`config.mk`:
```
export PLATFORM = sky130hd
export DESIGN_NAME = mrfc_frame_core
export DESIGN_NICKNAME = d
export VERILOG_FILES = /design/src/rtl/mrfc_pkg.sv /design/src/rtl/mrfc_frame_core.sv
export SDC_FILE = /design/constraint.sdc
export NUM_CORES = 1
export LEC_CHECK = 0
export BUFFER_PORTS_ARGS = -buffer_cell sky130_fd_sc_hd__buf_4
export CORE_MARGIN = 2
export CORE_UTILIZATION = 50
export DETAILED_ROUTE_END_ITERATION = 6
export GPL_TIMING_DRIVEN = 0
export PLACE_DENSITY = 0.78
export SYNTH_ARGS = -nofsm -noshare
export SYNTH_HDL_FRONTEND = slang
export SYNTH_SLANG_ARGS = --single-unit
```
`constraint.sdc`:
```
create_clock -name clk -period 3 [get_ports clk]
set_input_delay 0.6 -clock clk [delete_from_list [all_inputs] [get_ports clk]]
set_output_delay 0.6 -clock clk [all_outputs]
set_load 0.01 [all_outputs]
```
`src/rtl/mrfc_pkg.sv`:
```
// Shared types, constants and the CRC-16 byte update for the response frame checker.
`timescale 1ns / 1ps

package mrfc_pkg;

	localparam int FRAME_LENGTH_DEF = 11;
	localparam int FRAME_LENGTH_MIN = 5;
	localparam int FRAME_LENGTH_MAX = 15;

	localparam logic [7:0]  ADDR_RESET = 8'h01;
	localparam logic [15:0] CRC_INIT   = 16'hFFFF;
	localparam logic [15:0] CRC_POLY   = 16'hA001;

	// One byte held in the input stage.
	typedef struct packed {
		logic       valid;
		logic [7:0] data;
	} mrfc_item_t;

	// Modbus CRC-16, reflected, one byte folded in bit by bit.
	function automatic logic [15:0] crc_update(input logic [15:0] crc, input logic [7:0] b);
		logic [15:0] c;
		c = crc ^ {8'h00, b};
		for (int k = 0; k < 8; k++) begin
			if (c[0]) begin
				c = (c >> 1) ^ CRC_POLY;
			end else begin
				c = c >> 1;
			end
		end
		return c;
	endfunction

endpackage

```
`src/rtl/mrfc_frame_core.sv`:
```
// Frame tracking, running CRC and the result register.
`timescale 1ns / 1ps

module mrfc_frame_core import mrfc_pkg::*; #(
	parameter int FRAME_LENGTH = FRAME_LENGTH_DEF
) (
	input  logic       clk,
	input  logic       arst_n,
	input  mrfc_item_t item,
	output logic       advance,
	input  logic [7:0] addr_match,
	output logic       out_valid,
	input  logic       out_ready,
	output logic [7:0] node_address,
	output logic [7:0] data_first,
	output logic [7:0] data_second,
	output logic       crc_ok
);

	localparam int POS_W = $clog2(FRAME_LENGTH);
	localparam logic [POS_W-1:0] LAST_POS   = POS_W'(FRAME_LENGTH - 1);
	localparam logic [POS_W-1:0] CRC_LO_POS = POS_W'(FRAME_LENGTH - 2);
	localparam logic [POS_W-1:0] DATA1_POS  = POS_W'(3);
	localparam logic [POS_W-1:0] DATA2_POS  = POS_W'(4);

	logic             in_frame_q;
	logic [POS_W-1:0] pos_q;
	logic [15:0]      crc_q;
	logic [7:0]       addr_q;
	logic [7:0]       data1_q;
	logic [7:0]       data2_q;
	logic [7:0]       crc_lo_q;
	logic             out_valid_q;

	logic [7:0]  b;
	logic [15:0] crc_next;
	logic        is_last;
	logic        emit;

	assign b        = item.data;
	assign crc_next = crc_update(in_frame_q ? crc_q : CRC_INIT, b);
	assign is_last  = in_frame_q && (pos_q == LAST_POS);

	// Only the last byte of a frame needs room in the result register; every other
	// byte moves on even while a result is waiting.
	assign advance = item.valid && (!is_last || !out_valid_q || out_ready);
	assign emit    = advance && is_last;

	always_ff @(posedge clk or negedge arst_n) begin
		if (!arst_n) begin
			in_frame_q  <= 1'b0;
			pos_q       <= '0;
			out_valid_q <= 1'b0;
		end else begin
			if (emit) begin
				out_valid_q <= 1'b1;
			end else if (out_ready) begin
				out_valid_q <= 1'b0;
			end
			if (advance) begin
				if (!in_frame_q) begin
					if (b == addr_match) begin
						in_frame_q <= 1'b1;
						pos_q      <= POS_W'(1);
					end
				end else if (is_last) begin
					in_frame_q <= 1'b0;
					pos_q      <= '0;
				end else begin
					pos_q <= pos_q + POS_W'(1);
				end
			end
		end
	end

	always_ff @(posedge clk) begin
		if (advance) begin
			if (!in_frame_q) begin
				addr_q <= b;
				crc_q  <= crc_next;
			end else begin
				if (pos_q == DATA1_POS) begin
					data1_q <= b;
				end
				if (pos_q == DATA2_POS) begin
					data2_q <= b;
				end
				if (pos_q < CRC_LO_POS) begin
					crc_q <= crc_next;
				end else if (pos_q == CRC_LO_POS) begin
					crc_lo_q <= b;
				end
			end
		end
		if (emit) begin
			node_address <= addr_q;
			data_first   <= data1_q;
			data_second  <= (pos_q == DATA2_POS) ? b : data2_q;
			crc_ok       <= (crc_lo_q == crc_q[7:0]) && (b == crc_q[15:8]);
		end
	end

	assign out_valid = out_valid_q;

endmodule

```
==> impl_metrics.json <==
{
  "critPathMostFrequentCell": "inv_1",
  "clock_sinks": 79,
  "tritoncts": "done",
  "grt_pass1_wl_um": 9960,
  "die-height_um": 87.2,
  "synth_area_leader_cell": "edfxtp_1",
  "place_congestion": 0.941,
  "gr-total-overflow": 0,
  "wl_per_cell_um": 16.6,
  "period_share": 0.845,
  "cp_slowest_cell": "dfrtp_1",
  "synthCells": 226,
  "drt-total-wl_um": 6150,
  "rows": 30,
  "synth_top_flop_cell": "edfxtp_1",
  "cpPeakStageDelay_ns": 0.43,
  "skew_ns": 0.00757,
  "leakage_nw": 1.57,
  "synth_common_cells": "edfxtp_1, xnor2_1, xor2_1",
  "rrSetupSlack_ns": 0.54,
  "crit_chain": "inv_1 -> ha_1 -> and4b_1 -> nand2b_1 -> nand2_1 -> inv_1 -> buf_4",
  "antenna_found_initial": 0,
  "first_pass_iters": 4,
  "cts_htree_levels": 3,
  "ios": 47,
  "fillCellCount": 524,
  "worstSetupEndpointType": "primary output",
  "cts_buffers": 9,
  "cts.clk_slew.worst_paths_ns": 0.08,
  "clockBufferDepth": 2,
  "finalHoldViolCount": 0,
  "max_freq_ghz": 0.394,
  "area_growth_pct": 20.5,
  "crit_arrival_ns": 1.94,
  "cp.required_ns": 2.40,
  "reg2reg_depth": 4,
  "worstPathMaxFanout": 5,
  "die_x_um": 87.2,
  "postCtsSetupBuffers": 0,
  "synth-edff-count": 73,
  "rsz0062_at_grt": "no",
  "vias_per_cell": 5.14,
  "critPathKind": "flip-flop to primary output",
  "stdcell_count": 370,
  "yosysUniqueCellTypes": 35,
  "synth_top_area_share": 0.633,
  "setup_violations": 0,
  "grt_pass1_vias": 1959,
  "root_buffer": "clkbuf_8",
  "worstSetupStartpointType": "flip-flop",
  "relSlewSlack": 0.235,
  "maxCapViolations": 0,
  "grtUsageTotal": 0.181,
  "seq_area_frac_synth": 0.677,
  "synth.area.top_cells": "edfxtp_1, xnor2_1, dfrtp_1",
  "portBuffers": 46,
  "syn_area_mm2": 0.00346,
  "layout-drive-gt1-share": 0.300,
  "cts_resized": 0,
  "crit_start": "pos_q[0]",
  "dp_hpwl_um": 4430,
  "outcome": "finished, final reports clean",
  "grt_max_degree": 27,
  "hp-class": "primary input to asynchronous set/reset pin",
  "clk_latency_ns": 0.35,
  "slew_violations": 0,
  "initial_core_util": 0.512,
  "syn_nets": 250,
  "drtIter0Drc": 126,
  "route.detailed.drc": 0,
  "hold_slack_ns": 0.0368,
  "ctsHoldBuffers": 0,
  "power.density_mw_per_mm2": 926,
  "synth.most_common_cell": "edfxtp_1",
  "drtAntennaViolNets": 0,
  "ys.warnings.count": 0,
  "vdd_drop_max_mv": 0.500,
  "dp.cells": 354,
  "cp-endpoint": "advance",
  "vias": 1903,
  "r2r_start": "pos_q[0]",
  "core_mm2": 0.00676,
  "avgSynthCellArea_um2": 15.3,
  "die_area_mm2": 0.00760,
  "period_minus_slack_ns": 2.54,
  "reg2reg_to": "crc_ok",
  "diodes": 0,
  "ys_async_sr_fraction": 0.0759,
  "nets": 309,
  "ys_ff_latch": 79,
  "worstMarginPinSlew_ns": 1.15
}
==> layer usage <==
layer  track usage  up-vias  wire [um]
met3        0.0445        7        344
met5             0        -          0
met1         0.236      924       2660
met2         0.293       60       3080
li1              -      912          -
met4        0.0713        0         62
==> cells by family (layout without fill, tap and decap cells) <==
family                   Yosys count  count (layout)  synth area share
XOR/XNOR                          59              59             0.168
AND/OR/NAND/NOR                   48              48            0.0719
adder cells (fa/ha/maj)            4               4            0.0145
multiplexers                       7               7            0.0228
flip-flops                        79              79             0.677
AO/OA/AOI/OAI                     10              10            0.0206
buffers and inverters             19              83            0.0249
==> power by group <==
part	internal, mW	total [mW]	switching, mW
logic	0.635	1.25	0.617
registers	1.57	1.72	0.155
clock network	0.481	0.885	0.403
==> flip-flops by register name (all words and copies together), names as in the netlist <==
| register | flops |
|---|---|
| crc_q | 16 |
| addr_q | 8 |
| crc_lo_q | 8 |
| data1_q | 8 |
| data2_q | 8 |
| data_first | 8 |
| data_second | 8 |
| node_address | 8 |
| pos_q | 4 |
| crc_ok | 1 |
| in_frame_q | 1 |
| out_valid | 1 |
==> how the worst min path moves through the flow <==
stage / to / slack (ns)
5_1_grt: pos_q[1] / 0.03
4_1_cts: out_valid / 0.03
3_3_place_gp: node_address[1] / 0.40
3_5_place_dp: node_address[3] / 0.40
2_1_floorplan: in_frame_q / 0.30
6_report: out_valid / 0.04
==> worst max-delay path: cells and delay by family, from the launching register on <==
family        cells  cell delay (ns)
flops             1             0.43
buf+inv           3             0.39
simple gates      3             0.56
fa+ha+maj         1             0.20
==> layout by cell type (no fill, tap or decap), drive strengths merged <==
cell,n
and3,1
o31ai,1
o311ai,1
clkbuf,14
a31oi,1
xor2,18
bufinv,2
buf,54
nand4,4
nand4b,1
ha,4
a32o,2
edfxtp,73
nor3,2
mux2,7
a311oi,1
nand3b,1
o21ai,2
nor2b,1
clkinv,1
inv,12
xnor2,38
xnor3,3
nor4,4
a21oi,2
and4b,1
nand3,3
nor2,7
nand2b,9
dfrtp,6
nand2,14
==> layout make-up <==
| type | count | area [um2] | share of cell area |
|---|---|---|---|
| Buffer | 11 | 56.3 | 0.0135 |
| Tap cell | 80 | 100 | 0.0240 |
| Timing Repair Buffer | 48 | 364 | 0.0873 |
| Sequential cell | 79 | 2340 | 0.562 |
| Clock inverter | 7 | 103 | 0.0246 |
| Multi-Input combinational cell | 128 | 1050 | 0.252 |
| Clock buffer | 9 | 124 | 0.0297 |
| Inverter | 8 | 30.0 | 0.00720 |
==> metrics by stage <==
stage,cell area [um2],setup TNS [ns],power [mW],setup WS [ns],utilization
6_report,4170,0,3.86,0.465,0.617
5_1_grt,4170,0,4.09,0.291,0.617
4_1_cts,4160,0,3.88,0.477,0.616
3_5_place_dp,3940,0,3.00,0.556,0.583
3_3_place_gp,3910,-0.887,2.94,-0.111,0.578
2_1_floorplan,3460,0,2.71,0.620,-
No activity file was read; power rests on OpenSTA's default activity.
